File: src/rtl/vtf_pkg.sv
// Shared types and constants of the escape filter.
// No dependencies; imported by the decode, window, queue and top-level modules.
package vtf_pkg;

  localparam int LOOKAHEAD_BYTES = 14;
  localparam int FILL_W          = $clog2(LOOKAHEAD_BYTES + 1);
  localparam int SKIP_W          = 4;

  // Scan ranges for the closing 'm' of a CSI sequence
  localparam int EXT_SCAN_FROM = 7;
  localparam int EXT_SCAN_END  = 14;
  localparam int GEN_SCAN_FROM = 2;
  localparam int GEN_SCAN_END  = 10;

  // Character codes
  localparam logic [7:0] ESC_CODE    = 8'd27;
  localparam logic [7:0] CH_LBRACKET = 8'h5B;
  localparam logic [7:0] CH_M        = 8'h6D;
  localparam logic [7:0] CH_K        = 8'h4B;
  localparam logic [7:0] CH_SEMI     = 8'h3B;
  localparam logic [7:0] CH_0        = 8'h30;
  localparam logic [7:0] CH_1        = 8'h31;
  localparam logic [7:0] CH_2        = 8'h32;
  localparam logic [7:0] CH_3        = 8'h33;
  localparam logic [7:0] CH_4        = 8'h34;
  localparam logic [7:0] CH_5        = 8'h35;
  localparam logic [7:0] CH_8        = 8'h38;

  // Translated clear-line codes
  localparam logic [7:0] CODE_K = 8'd75;
  localparam logic [7:0] CODE_O = 8'd111;
  localparam logic [7:0] CODE_L = 8'd108;

  // Number of words one head action emits
  localparam logic [1:0] EMIT_NONE = 2'd0;
  localparam logic [1:0] EMIT_ONE  = 2'd1;
  localparam logic [1:0] EMIT_TWO  = 2'd2;

  typedef logic [LOOKAHEAD_BYTES-1:0][7:0] window_t;

  // Decoded action on the window head (skip not yet applied)
  typedef struct packed {
    logic [1:0]        emit_cnt;
    logic [7:0]        byte_a;
    logic [7:0]        byte_b;
    logic [SKIP_W-1:0] skip_add;
  } head_act_t;

  // One word toward the output queue
  typedef struct packed {
    logic [7:0] out_byte;
    logic       byte_valid;
    logic       out_last;
  } result_t;

endpackage

File: src/rtl/vtf_in_if.sv
// Input channel of the escape filter: raw byte plus end-of-buffer mark.
// No dependencies.
interface vtf_in_if;
  logic       valid;
  logic       ready;
  logic [7:0] in_byte;
  logic       buffer_end;

  modport source(output valid, output in_byte, output buffer_end, input ready);
  modport sink(input valid, input in_byte, input buffer_end, output ready);
endinterface

File: src/rtl/vtf_out_if.sv
// Output channel of the escape filter: filtered byte, byte flag, last mark.
// No dependencies.
interface vtf_out_if;
  logic       valid;
  logic       ready;
  logic [7:0] out_byte;
  logic       byte_valid;
  logic       out_last;

  modport source(output valid, output out_byte, output byte_valid, output out_last,
                 input ready);
  modport sink(input valid, input out_byte, input byte_valid, input out_last,
               output ready);
endinterface

File: src/rtl/vtf_head_decode.sv
// Combinational rule decode of the byte at the head of the lookahead window.
// Depends on vtf_pkg.
module vtf_head_decode import vtf_pkg::*; (
  input  window_t           win,
  input  logic [FILL_W-1:0] fill,
  output head_act_t         act
);

  window_t           p;
  logic              is_csi;
  logic              ext_pfx;
  logic              k_ok;
  logic [7:0]        k_code;
  logic [SKIP_W-1:0] ext_skip;
  logic [SKIP_W-1:0] gen_skip;

  // Mask positions past the fill level to zero
  always_comb begin
    for (int i = 0; i < LOOKAHEAD_BYTES; i++) begin
      p[i] = (FILL_W'(i) < fill) ? win[i] : 8'd0;
    end
  end

  assign is_csi  = (p[0] == ESC_CODE) && (p[1] == CH_LBRACKET);
  assign ext_pfx = ((p[2] == CH_3) || (p[2] == CH_4)) && (p[3] == CH_8) &&
                   (p[4] == CH_SEMI) && (p[5] == CH_5) && (p[6] == CH_SEMI);

  // Find the first 'm' of each scan range; none found drops only ESC '['
  always_comb begin
    ext_skip = SKIP_W'(1);
    for (int k = EXT_SCAN_END - 1; k >= EXT_SCAN_FROM; k--) begin
      if (p[k] == CH_M) ext_skip = SKIP_W'(k);
    end
  end

  always_comb begin
    gen_skip = SKIP_W'(1);
    for (int k = GEN_SCAN_END - 1; k >= GEN_SCAN_FROM; k--) begin
      if (p[k] == CH_M) gen_skip = SKIP_W'(k);
    end
  end

  // Map the clear-line digit
  always_comb begin
    k_ok   = 1'b1;
    k_code = CODE_K;
    case (p[2])
      CH_0:    k_code = CODE_K;
      CH_1:    k_code = CODE_O;
      CH_2:    k_code = CODE_L;
      default: k_ok = 1'b0;
    endcase
  end

  // Apply the rules in priority order
  always_comb begin
    act.emit_cnt = EMIT_ONE;
    act.byte_a   = p[0];
    act.byte_b   = CODE_K;
    act.skip_add = '0;
    if (is_csi) begin
      act.emit_cnt = EMIT_NONE;
      act.byte_a   = ESC_CODE;
      if (p[3] == CH_M) begin
        act.skip_add = SKIP_W'(3);
      end else if (p[4] == CH_M) begin
        act.skip_add = SKIP_W'(4);
      end else if (p[5] == CH_M) begin
        act.skip_add = SKIP_W'(5);
      end else if (p[2] == CH_K) begin
        act.emit_cnt = EMIT_TWO;
        act.skip_add = SKIP_W'(2);
      end else if (p[3] == CH_K) begin
        act.emit_cnt = k_ok ? EMIT_TWO : EMIT_ONE;
        act.byte_b   = k_code;
        act.skip_add = SKIP_W'(3);
      end else if (ext_pfx) begin
        act.skip_add = ext_skip;
      end else begin
        act.skip_add = gen_skip;
      end
    end
  end

endmodule

File: src/rtl/vtf_window.sv
// Lookahead window, skip counter and flush sequencing of the escape filter.
// Depends on vtf_pkg and vtf_in_if; takes its head action from vtf_head_decode.
module vtf_window import vtf_pkg::*; (
  input  logic              clk,
  input  logic              rst,
  vtf_in_if.sink            raw,
  input  head_act_t         act,
  input  logic              room,
  output window_t           win,
  output logic [FILL_W-1:0] fill,
  output logic              push,
  output result_t           push_data
);

  localparam logic [FILL_W-1:0] FULL = FILL_W'(LOOKAHEAD_BYTES);

  logic [SKIP_W-1:0] skip, skip_next;
  logic              flushing, flushing_next;
  logic              pend, pend_next;
  logic [7:0]        pend_byte, pend_byte_next;
  logic              pend_flush, pend_flush_next;
  logic              hold_valid, hold_valid_next;
  logic [7:0]        hold_byte, hold_byte_next;
  window_t           win_next;
  logic [FILL_W-1:0] fill_next;

  window_t           shifted;
  logic [FILL_W-1:0] fill_a;
  logic              do_pend, do_act, do_end, take;
  logic              gen_valid, gen_flush;
  logic [7:0]        gen_byte;

  // Decide what moves this cycle
  assign do_pend   = room && pend;
  assign do_act    = room && !pend &&
                     ((flushing && (fill != '0)) || (!flushing && (fill == FULL)));
  assign do_end    = room && !pend && flushing && (fill == '0);
  assign raw.ready = !flushing && !pend && ((fill != FULL) || do_act);
  assign take      = raw.valid && raw.ready;

  // Head action, byte append, result routing
  always_comb begin
    skip_next       = skip;
    flushing_next   = flushing;
    pend_next       = pend;
    pend_byte_next  = pend_byte;
    pend_flush_next = pend_flush;
    hold_valid_next = hold_valid;
    hold_byte_next  = hold_byte;
    shifted         = win;
    fill_a          = fill;
    gen_valid       = 1'b0;
    gen_byte        = act.byte_a;
    gen_flush       = flushing;
    push            = 1'b0;
    push_data       = '0;

    // Emit the second word of a clear-line translation
    if (do_pend) begin
      pend_next = 1'b0;
      gen_valid = 1'b1;
      gen_byte  = pend_byte;
      gen_flush = pend_flush;
    end

    // Pop the head, either skipping it or acting on it
    if (do_act) begin
      for (int i = 0; i < LOOKAHEAD_BYTES - 1; i++) begin
        shifted[i] = win[i+1];
      end
      fill_a = fill - FILL_W'(1);
      if (skip != '0) begin
        skip_next = skip - SKIP_W'(1);
      end else begin
        skip_next       = act.skip_add;
        gen_valid       = (act.emit_cnt != EMIT_NONE);
        pend_next       = (act.emit_cnt == EMIT_TWO);
        pend_byte_next  = act.byte_b;
        pend_flush_next = flushing;
      end
    end

    // Append the accepted byte behind the current fill
    win_next  = shifted;
    fill_next = fill_a;
    if (take) begin
      for (int i = 0; i < LOOKAHEAD_BYTES; i++) begin
        if (fill_a == FILL_W'(i)) win_next[i] = raw.in_byte;
      end
      fill_next = fill_a + FILL_W'(1);
      if (raw.buffer_end) flushing_next = 1'b1;
    end

    // Stream words go straight out; flush words wait in the hold register to learn the last
    if (gen_valid) begin
      if (!gen_flush) begin
        push      = 1'b1;
        push_data = '{out_byte: gen_byte, byte_valid: 1'b1, out_last: 1'b0};
      end else begin
        push            = hold_valid;
        push_data       = '{out_byte: hold_byte, byte_valid: 1'b1, out_last: 1'b0};
        hold_valid_next = 1'b1;
        hold_byte_next  = gen_byte;
      end
    end

    // Close the flush with the held word or an empty marker
    if (do_end) begin
      push            = 1'b1;
      push_data       = hold_valid ?
                        result_t'{out_byte: hold_byte, byte_valid: 1'b1, out_last: 1'b1} :
                        result_t'{out_byte: 8'd0, byte_valid: 1'b0, out_last: 1'b1};
      hold_valid_next = 1'b0;
      flushing_next   = 1'b0;
      skip_next       = '0;
    end
  end

  // Control state
  always_ff @(posedge clk) begin
    if (rst) begin
      fill       <= '0;
      skip       <= '0;
      flushing   <= 1'b0;
      pend       <= 1'b0;
      pend_flush <= 1'b0;
      hold_valid <= 1'b0;
    end else begin
      fill       <= fill_next;
      skip       <= skip_next;
      flushing   <= flushing_next;
      pend       <= pend_next;
      pend_flush <= pend_flush_next;
      hold_valid <= hold_valid_next;
    end
  end

  // Payload registers
  always_ff @(posedge clk) begin
    win       <= win_next;
    pend_byte <= pend_byte_next;
    hold_byte <= hold_byte_next;
  end

endmodule

File: src/rtl/vtf_out_queue.sv
// Two-word output queue that decouples the filter from output stalls.
// Depends on vtf_pkg and vtf_out_if.
module vtf_out_queue import vtf_pkg::*; (
  input  logic     clk,
  input  logic     rst,
  input  logic     push,
  input  result_t  push_data,
  output logic     room,
  vtf_out_if.source filt
);

  result_t    mem [2];
  logic       wr_ptr, rd_ptr;
  logic [1:0] cnt, cnt_next;
  logic       pop;
  result_t    head;

  assign pop  = filt.valid && filt.ready;
  assign room = (cnt != 2'd2);
  assign head = mem[rd_ptr];

  assign filt.valid      = (cnt != 2'd0);
  assign filt.out_byte   = head.out_byte;
  assign filt.byte_valid = head.byte_valid;
  assign filt.out_last   = head.out_last;

  // Track occupancy
  always_comb begin
    cnt_next = cnt;
    case ({push, pop})
      2'b10:   cnt_next = cnt + 2'd1;
      2'b01:   cnt_next = cnt - 2'd1;
      default: cnt_next = cnt;
    endcase
  end

  // Advance pointers
  always_ff @(posedge clk) begin
    if (rst) begin
      wr_ptr <= 1'b0;
      rd_ptr <= 1'b0;
      cnt    <= 2'd0;
    end else begin
      cnt <= cnt_next;
      if (push) wr_ptr <= ~wr_ptr;
      if (pop)  rd_ptr <= ~rd_ptr;
    end
  end

  // Store words
  always_ff @(posedge clk) begin
    if (push) mem[wr_ptr] <= push_data;
  end

endmodule

File: src/rtl/vt100_escape_filter.sv
// Top level of the VT100 escape filter: window control, rule decode, output queue.
// Depends on vtf_pkg, vtf_in_if, vtf_out_if and the vtf_* submodules.
//
//   channel | dir | fields                          | meaning
//   raw     | in  | in_byte, buffer_end             | console byte, last byte of buffer
//   filt    | out | out_byte, byte_valid, out_last  | filtered word, byte flag, buffer end
//
// One byte per cycle in steady state; one head action per cycle on the 14-byte window.
// A translated clear-line sequence emits two words, holding input off while the second goes out.
// A buffer end drains the window: input is held off until the window is empty and the
// flush closes with its end-marked word.
// Output stalls fill a two-word queue; input stops once both it and the window are full.
// Reset clears fill, skip, flush and queue state; window bytes are not cleared.
module vt100_escape_filter import vtf_pkg::*; (
  input  logic      clk,
  input  logic      rst,
  vtf_in_if.sink    raw,
  vtf_out_if.source filt
);

  window_t           win;
  logic [FILL_W-1:0] fill;
  head_act_t         act;
  logic              room;
  logic              push;
  result_t           push_data;

  vtf_head_decode u_decode (
    .win  (win),
    .fill (fill),
    .act  (act)
  );

  vtf_window u_window (
    .clk       (clk),
    .rst       (rst),
    .raw       (raw),
    .act       (act),
    .room      (room),
    .win       (win),
    .fill      (fill),
    .push      (push),
    .push_data (push_data)
  );

  vtf_out_queue u_queue (
    .clk       (clk),
    .rst       (rst),
    .push      (push),
    .push_data (push_data),
    .room      (room),
    .filt      (filt)
  );

endmodule

File: src/flat_wrapper.sv
// flat-port wrapper written by rule: the top's interface ports become plain ports
module vt100_escape_filter_flat import vtf_pkg::*;
  (clk, rst, raw_valid, raw_in_byte, raw_buffer_end, raw_ready, filt_valid, filt_out_byte, filt_byte_valid, filt_out_last, filt_ready);
  vtf_in_if raw_i ();
  vtf_out_if filt_i ();
  input  logic clk;
  input  logic rst;
  input wire logic [$bits(raw_i.valid)-1:0] raw_valid;
  input wire logic [$bits(raw_i.in_byte)-1:0] raw_in_byte;
  input wire logic [$bits(raw_i.buffer_end)-1:0] raw_buffer_end;
  output wire logic [$bits(raw_i.ready)-1:0] raw_ready;
  output wire logic [$bits(filt_i.valid)-1:0] filt_valid;
  output wire logic [$bits(filt_i.out_byte)-1:0] filt_out_byte;
  output wire logic [$bits(filt_i.byte_valid)-1:0] filt_byte_valid;
  output wire logic [$bits(filt_i.out_last)-1:0] filt_out_last;
  input wire logic [$bits(filt_i.ready)-1:0] filt_ready;
  assign raw_i.valid = raw_valid;
  assign raw_i.in_byte = raw_in_byte;
  assign raw_i.buffer_end = raw_buffer_end;
  assign raw_ready = raw_i.ready;
  assign filt_valid = filt_i.valid;
  assign filt_out_byte = filt_i.out_byte;
  assign filt_byte_valid = filt_i.byte_valid;
  assign filt_out_last = filt_i.out_last;
  assign filt_i.ready = filt_ready;
  vt100_escape_filter u_core (.clk(clk), .rst(rst), .raw(raw_i), .filt(filt_i));
endmodule
File: config.mk
export PLATFORM = sky130hd
export DESIGN_NAME = vt100_escape_filter_flat
export DESIGN_NICKNAME = d
export VERILOG_FILES = /design/src/rtl/vtf_pkg.sv /design/src/rtl/vtf_in_if.sv /design/src/rtl/vtf_out_if.sv /design/src/rtl/vtf_head_decode.sv /design/src/rtl/vtf_window.sv /design/src/rtl/vtf_out_queue.sv /design/src/rtl/vt100_escape_filter.sv /design/src/flat_wrapper.sv
export SDC_FILE = /design/constraint.sdc
export NUM_CORES = 1
export LEC_CHECK = 0
export BUFFER_PORTS_ARGS = -buffer_cell sky130_fd_sc_hd__buf_4
export CORE_UTILIZATION = 50
export CTS_CLUSTER_SIZE = 25
export DETAILED_ROUTE_END_ITERATION = 7
export PLACE_DENSITY = 0.65
export SETUP_SLACK_MARGIN = 0.4
export SLEW_MARGIN = 20
export SYNTH_ARGS = -nofsm -noshare
export SYNTH_HDL_FRONTEND = slang
export SYNTH_SLANG_ARGS = --single-unit
File: constraint.sdc
create_clock -name clk -period 3.5 [get_ports clk]
set_clock_uncertainty 0.05 [all_clocks]
set_input_delay 1.05 -clock clk [delete_from_list [all_inputs] [get_ports clk]]
set_output_delay 1.05 -clock clk [all_outputs]
set_load 0.01 [all_outputs]
==> results.yml, run 1 <==
logic_synthesis:
  synth-async-reset-ratio_pct: 0
  synth_edf_count: 38
  synthesis.instances: 788
  synth-seq-area-share_pct: 45.9
  syn_avg_cell_area_sq_um: 9.85
  synth.yosys.warnings: 0
  ys_types: 71
  syn-num-nets: 812
  yosys_register_bits: 159
  synth.cell_area_sq_um: 7760
  dominantRegCellSynth: "sky130_fd_sc_hd__dfxtp_1"
worst_setup_path:
  crit_path_launch_type: "flip-flop"
  worstSetupPathType: "reg2out"
  timing.rr.start: "u_core.u_window.fill[1]"
  timing.rr.end: "u_core.u_queue.cnt[1]"
  reg2reg_slack_ns: 0.49
  cp-startpoint: "u_core.u_window.fill[3]"
  worst-endpoint-required_ns: 2.40
  path_max_fanout: 7
  worst_setup_path_end_kind: "output pin"
  crit_end: "raw_ready"
  cp.arrival_ns: 1.93
  r2r.worst_path.cells: 11
pwr:
  power-per-cell-area_nw_per_um2: 847
  cellLeakagePower_nw: 3.43
  irDropWorstVdd_v: 0.000412
grt:
  grt.overflow.total: 0
  gr-max-usage-layer: "met2"
  grt_util_met2_pct: 40.9
  grt_antenna_before_repair: 0
  grt_pass1_vias: 5713
  grt_usage_pct: 25.3
  grt_util_met3_pct: 4.81
  grt_max_degree: 38
  wire_length_of_the_first_global_routing_pass_um: 31300
  met1_usage_pct: 34.5
detailed_routing:
  routed_wire_length_per_instance_um: 18.7
  drt-total-wl_um: 19200
  dr.pass1.iters: 5
  drtIter0Drc: 456
  routed-via-count: 5929
  final_antenna_net_count: 0
  post-route-drc-count: 0
  detail_route.vias_per_cell: 5.78
sta:
  final.setup.worst_slack_ns: 0.474
  finalSetupViolations: 0
  finalCriticalPeriod_ns: 3.03
  max_freq_ghz: 0.330
  slew-limit-headroom_pct: 58.8
  tns_ns: 0
  finalCritPeriodShare_pct: 86.5
  rsz0062_at_grt: "no"
  report.final.slew_viol_count: 0
  finalHoldViolations: 0
  worst_hold_margin_ns: 0.451
  worst_margin_pin_slew_ns: 0.617
final_layout:
  layout.area.seq_sq_um: 3570
  top_library_cells_by_usage_in_the_layout_fill_and_taps_aside: "sky130_fd_sc_hd__nand2_1 (121), sky130_fd_sc_hd__dfxtp_1 (118), sky130_fd_sc_hd__mux2i_1 (106)"
  antenna_cells_inserted: 0
  multi_input_area_sq_um: 4070
  flow.area_growth_from_synthesis_pct: 15.2
  mostFrequentLayoutCell: "sky130_fd_sc_hd__nand2_1"
  fillerInstances: 1301
  finish.net_count: 849
  post_route_cells_drive_above_1_share_pct: 18.3
clocking:
  clock_tree_from_tritoncts: "done"
  clock_slew_seen_by_the_registers_of_the_worst_setup_and_hold_paths_ns: 0.06
  ctsHtreeMaxLevel: 4
  clock_latency_ns: 0.43
  cts.root.buffer_cell: "sky130_fd_sc_hd__clkbuf_16"
  cts_buffer_depth: 2
  cts_hold_buffers: 0
  clock_sink_count: 159
  tritoncts.num_buffers: 17
placed_design:
  detailedPlacementHpwl_um: 13500
  post-place-ws_ns: 0.127
  port_buffers: 24
  gp_routability_congestion: 0.868
hold_path:
  hp-start: "u_core.u_window.hold_valid"
  worstHoldPathType: "reg2reg"
die:
  floorplan.core_area_sq_um: 15200
  die_w_um: 127
  design.portCount: 25
  die_y_um: 127
  dieArea_sq_um: 16000
  placement_rows: 45
  initial_utilization_pct: 51.0
run:
  cap_violations: 0
run_status:
  outcome: "finished clean"
-- cell families (layout without fill, tap and decap cells) --
group | count (synthesis) | after routing | synth area share (%)
AO/OA/AOI/OAI | 170 | 170 | 13.1
XOR/XNOR | 12 | 12 | 2.03
adder cells (fa/ha/maj) | 11 | 11 | 1.77
buffers and inverters | 56 | 106 | 3.19
flip-flops | 159 | 159 | 45.9
multiplexers | 116 | 116 | 15.1
AND/OR/NAND/NOR | 264 | 264 | 18.8
-- sequential cells by signal (all words and copies together), names as in the netlist, named ones only --
name / count
u_core.u_queue.cnt: 2
u_core.u_queue.mem: 20
u_core.u_queue.rd_ptr: 1
u_core.u_queue.wr_ptr: 1
u_core.u_window.fill: 4
u_core.u_window.flushing: 1
u_core.u_window.hold_byte: 8
u_core.u_window.hold_valid: 1
u_core.u_window.pend: 1
u_core.u_window.pend_byte: 2
u_core.u_window.pend_flush: 1
u_core.u_window.skip: 4
u_core.u_window.win: 112
-- critical path: stages, from the launching register on --
cell	delay, ns
sky130_fd_sc_hd__dfxtp_2	0.36
sky130_fd_sc_hd__buf_4	0.19
sky130_fd_sc_hd__and2_1	0.21
sky130_fd_sc_hd__a311oi_1	0.51
sky130_fd_sc_hd__buf_4	0.22
-- metrics by stage --
stage	total power, mW	instances	instance area, sq um	utilization (%)
5_1_grt	8.01	1026	8940	58.8
4_1_cts	7.53	1023	8870	58.4
3_5_place_dp	5.74	986	8220	54.1
6_report	7.57	1026	8940	58.8
3_3_place_gp	5.60	986	8220	54.1
2_1_floorplan	4.94	788	7780	-
-- report_power, final --
part           total [mW]  internal, mW  switching, mW
registers            3.34          2.66          0.687
logic                2.49          1.17           1.32
clock network        1.73         0.993          0.741
-- what timing repair did --
action                                 4_1_cts  5_1_grt
pin swaps                                    3        1
setup endpoints to repair                  124      120
gates resized for setup                     15        9
setup buffers                                5        3
endpoints found under the hold margin        0        0
-- worst min-delay path by stage --
stage / to / slack (ns) / cells after the start
2_1_floorplan: u_core.u_window.pend_flush / 0.41 / 2
3_3_place_gp: u_core.u_queue.cnt[1] / 0.43 / 2
3_5_place_dp: u_core.u_window.hold_valid / 0.43 / 1
4_1_cts: u_core.u_window.hold_valid / 0.45 / 1
5_1_grt: u_core.u_window.hold_valid / 0.50 / 1
6_report: u_core.u_window.hold_valid / 0.45 / 1
-- Yosys cell counts (4+ instances only) --
library cell                number  area share (%)
sky130_fd_sc_hd__dfxtp_1       121              31
sky130_fd_sc_hd__nand2_1       121             5.9
sky130_fd_sc_hd__mux2i_1       106              14
sky130_fd_sc_hd__o21ai_1       104             6.7
sky130_fd_sc_hd__edfxtp_1       38              15
sky130_fd_sc_hd__nor2_1         33             1.6
sky130_fd_sc_hd__buf_2          21             1.4
sky130_fd_sc_hd__a21oi_1        14            0.90
sky130_fd_sc_hd__nor3_2         13             1.7
sky130_fd_sc_hd__inv_1          12            0.58
sky130_fd_sc_hd__nand4b_1       12             1.4
sky130_fd_sc_hd__clkbuf_1       11            0.53
sky130_fd_sc_hd__ha_1           11             1.8
sky130_fd_sc_hd__a22o_1         10             1.1
sky130_fd_sc_hd__mux2_2         10             1.5
sky130_fd_sc_hd__buf_1           9            0.44
sky130_fd_sc_hd__nor3_1          8            0.52
sky130_fd_sc_hd__xnor2_1         7            0.79
sky130_fd_sc_hd__and2_1          6            0.48
sky130_fd_sc_hd__nand4_1         6            0.48
sky130_fd_sc_hd__nor4_1          6            0.48
sky130_fd_sc_hd__or2_2           6            0.48
sky130_fd_sc_hd__a21o_1          5            0.48
sky130_fd_sc_hd__nand3b_1        5            0.48
sky130_fd_sc_hd__nor3b_1         5            0.48
sky130_fd_sc_hd__a2111oi_0       4            0.45
sky130_fd_sc_hd__a31oi_1         4            0.32
sky130_fd_sc_hd__and3b_1         4            0.45
sky130_fd_sc_hd__and4b_1         4            0.52
sky130_fd_sc_hd__nand2b_1        4            0.32
sky130_fd_sc_hd__nor2b_1         4            0.32
sky130_fd_sc_hd__nor4bb_1        4            0.52
sky130_fd_sc_hd__o21ai_0         4            0.26
sky130_fd_sc_hd__o21bai_1        4            0.39
-- layer usage --
layer	vias to the layer above	share of wire, %
li1	2940	-
met1	2852	48
met2	120	48
met3	17	3.6
met4	0	1.1
met5	-	0
-- layout make-up --
class | count | share of cell area (%)
clock buffer | 22 | 5.08
clock inverter | 10 | 0.994
inverter | 12 | 0.504
multi-input combinational | 573 | 45.5
sequential | 159 | 39.9
tap | 188 | 2.63
timing repair buffer | 62 | 5.38
No activity file was read; power rests on OpenSTA's default activity.
==> run 2, diff against run 1 <==
Settings changed: CELL_PAD_IN_SITES_DETAIL_PLACEMENT set to 0, CELL_PAD_IN_SITES_GLOBAL_PLACEMENT set to 1, CORE_UTILIZATION 50 to 49, PLACE_DENSITY 0.65 to 0.78.
==> run 2 against run 1 <==
  * Via count up 1.4%
  * Flip-flop and latch count did not move
  * Non-clock buffer count grew 5
  * Register-to-register slack better by 0.02 ns
  * Wire length increased by 2.4%
  * Global-route usage increased by 0.14 points
  * Setup slack better by 0.041 ns
  * First-iteration DRC count down 6.4%
  * Total power up 0.71%
  * Sequential power hardly changed
  * Critical path depth increased by 8
  * Die area rose by 2.0%
  * Largest cell class unchanged
==> results.yml, run 2 (same netlist as run 1, synthesis figures left out) <==
run_status:
  outcome: "finished clean"
die:
  die_y_um: 128
  die_w_um: 128
  dieArea_sq_um: 16300
  floorplan.core_area_sq_um: 15300
  placement_rows: 45
  initial_utilization_pct: 50.7
  design.portCount: 25
worst_setup_path:
  r2r.worst_path.cells: 12
  crit_path_launch_type: "flip-flop"
  reg2reg_slack_ns: 0.51
  worst-endpoint-required_ns: 3.82
  timing.rr.start: "u_core.u_window.fill[1]"
  timing.rr.end: "u_core.u_queue.cnt[1]"
  path_max_fanout: 6
  worstSetupPathType: "reg2reg"
  cp.arrival_ns: 3.30
  worst_setup_path_end_kind: "flip-flop"
sta:
  final.setup.worst_slack_ns: 0.515
  finalCriticalPeriod_ns: 2.99
  worst_margin_pin_slew_ns: 0.728
  finalHoldViolations: 0
  finalSetupViolations: 0
  slew-limit-headroom_pct: 50.2
  report.final.slew_viol_count: 0
  max_freq_ghz: 0.335
  tns_ns: 0
  finalCritPeriodShare_pct: 85.3
  rsz0062_at_grt: "no"
pwr:
  net-switching-power_mw: 2.78
  switching_share_pct: 36.5
  sequentialPowerShare_pct: 44.1
  cellLeakagePower_nw: 3.45
  internal-power_mw: 4.84
  clock_power_share_pct: 22.5
  power-per-cell-area_nw_per_um2: 844
  power_frac_comb_pct: 33.4
  irDropWorstVdd_v: 0.000405
final_layout:
  post_route_cells_drive_above_1_share_pct: 19.2
  layout_top_registers: "u_core.u_window.win (112), u_core.u_queue.mem (20), u_core.u_window.hold_byte (8)"
  top_library_cells_by_usage_in_the_layout_fill_and_taps_aside: "sky130_fd_sc_hd__nand2_1 (120), sky130_fd_sc_hd__dfxtp_1 (117), sky130_fd_sc_hd__mux2i_1 (106)"
  top_register: "u_core.u_window.win"
  largest_reg_flops: 112
  finish.net_count: 854
  flow.area_growth_from_synthesis_pct: 16.4
  fillerInstances: 1346
  antenna_cells_inserted: 0
  mostFrequentLayoutCell: "sky130_fd_sc_hd__nand2_1"
clocking:
  ctsHtreeMaxLevel: 4
  clock_latency_ns: 0.43
  cts_hold_buffers: 0
  cts_buffer_depth: 2
  clock_slew_seen_by_the_registers_of_the_worst_setup_and_hold_paths_ns: 0.06
  cts.root.buffer_cell: "sky130_fd_sc_hd__clkbuf_16"
  tritoncts.num_buffers: 17
  clock_tree_from_tritoncts: "done"
  clock_sink_count: 159
placed_design:
  gp_routability_congestion: 0.836
  port_buffers: 24
  detailedPlacementHpwl_um: 13900
  post-place-ws_ns: 0.0710
detailed_routing:
  routed-via-count: 6012
  detail_route.vias_per_cell: 5.70
  drtIter0Drc: 427
  dr.pass1.iters: 5
  routed_wire_length_per_instance_um: 18.6
  final_antenna_net_count: 0
  post-route-drc-count: 0
  drt-total-wl_um: 19600
grt:
  grt_pass1_vias: 5833
  wire_length_of_the_first_global_routing_pass_um: 31500
  grt_antenna_before_repair: 0
  grt_max_degree: 38
  grt.overflow.total: 0
  grt_usage_pct: 25.4
hold_path:
  worstHoldPathType: "reg2reg"
  worstHoldPathCells: 1
  hp-start: "u_core.u_window.hold_valid"
  min_delay_worst_endpoint: "u_core.u_window.hold_valid"
run:
  cap_violations: 0
==> run 2: cell count changes in the layout (fill, tap and decap cells not counted), sizes merged <==
| cell | previous run | this run |
|---|---|---|
| buf | 62 | 67 |
| clkbuf | 22 | 21 |
| clkinv | 5 | 4 |
| inv | 13 | 15 |
==> run 2: how the worst max path moves through the flow <==
stage                                  from                     end  slack [ns]  depth (start not counted)
CTS                 u_core.u_window.fill[0]   u_core.u_queue.cnt[1]        0.40                         10
global placement    u_core.u_window.fill[1]   u_core.u_queue.cnt[1]        0.19                         10
global route        u_core.u_window.fill[1]   u_core.u_queue.cnt[1]        0.32                         12
detailed placement  u_core.u_window.fill[1]  u_core.u_window.win[6]        0.07                         12
floorplan           u_core.u_window.fill[1]   u_core.u_queue.cnt[1]        0.43                         11
finish              u_core.u_window.fill[1]   u_core.u_queue.cnt[1]        0.51                         12
==> run 2: through the flow <==
| step | util [%] | hold WS (ns) | power [mW] | cells | instance area [sq um] |
|---|---|---|---|---|---|
| detailed placement | 53.9 | 0.431 | 5.75 | 1010 | 8260 |
| floorplan | - | 0.410 | 4.94 | 788 | 7780 |
| CTS | 57.8 | 0.450 | 7.50 | 1045 | 8850 |
| global placement | 53.9 | 0.427 | 5.64 | 1010 | 8260 |
| finish | 59.0 | 0.446 | 7.62 | 1054 | 9030 |
| global route | 59.0 | 0.495 | 8.08 | 1054 | 9030 |
==> run 2: metal layers <==
metal  part of all wire (%)  wire [um]  global-route usage, %
met5                      0          0                      0
met4                    3.4        659                   12.5
met3                    4.4        862                   4.59
met2                     45       8880                   39.5
met1                     47       9230                   34.1
==> run 2: final cells by class <==
class | instances | area, sq um | share of cell area [%]
Sequential cell | 159 | 3580 | 39.6
Clock inverter | 11 | 93.8 | 1.04
Multi-Input combinational cell | 573 | 4090 | 45.2
Tap cell | 211 | 264 | 2.92
Clock buffer | 21 | 440 | 4.88
Inverter | 12 | 47.5 | 0.526
Timing Repair Buffer | 67 | 526 | 5.82
==> run 2: power groups by stage <==
stage / combinational, mW / sequential (mW) / clock (mW)
after detailed placement: 2.39 / 3.36 / 0
after global placement: 2.30 / 3.34 / 0
final: 2.55 / 3.36 / 1.71
after floorplan: 1.87 / 3.06 / 0
after CTS: 2.43 / 3.33 / 1.74
after global routing: 2.81 / 3.44 / 1.83
==> run 2: repair_timing <==
| action | in CTS | in global routing |
|---|---|---|
| pin swaps | 3 | 9 |
| buffers inserted | 3 | 9 |
| resized for setup | 9 | 26 |
| setup endpoints to repair | 125 | 125 |
| gates cloned | 0 | 0 |
==> run 2: critical path, stage by stage, from the launching register on <==
cell,delay [ns]
sky130_fd_sc_hd__dfxtp_4,0.39
sky130_fd_sc_hd__inv_4,0.06
sky130_fd_sc_hd__ha_4,0.18
sky130_fd_sc_hd__and4bb_2,0.26
sky130_fd_sc_hd__nor4_4,0.36
sky130_fd_sc_hd__nand3_2,0.15
sky130_fd_sc_hd__nor4_4,0.38
sky130_fd_sc_hd__a211o_1,0.22
sky130_fd_sc_hd__a21oi_4,0.10
sky130_fd_sc_hd__ha_4,0.16
sky130_fd_sc_hd__xnor2_1,0.13
sky130_fd_sc_hd__or3_1,0.37
sky130_fd_sc_hd__a21oi_2,0.12
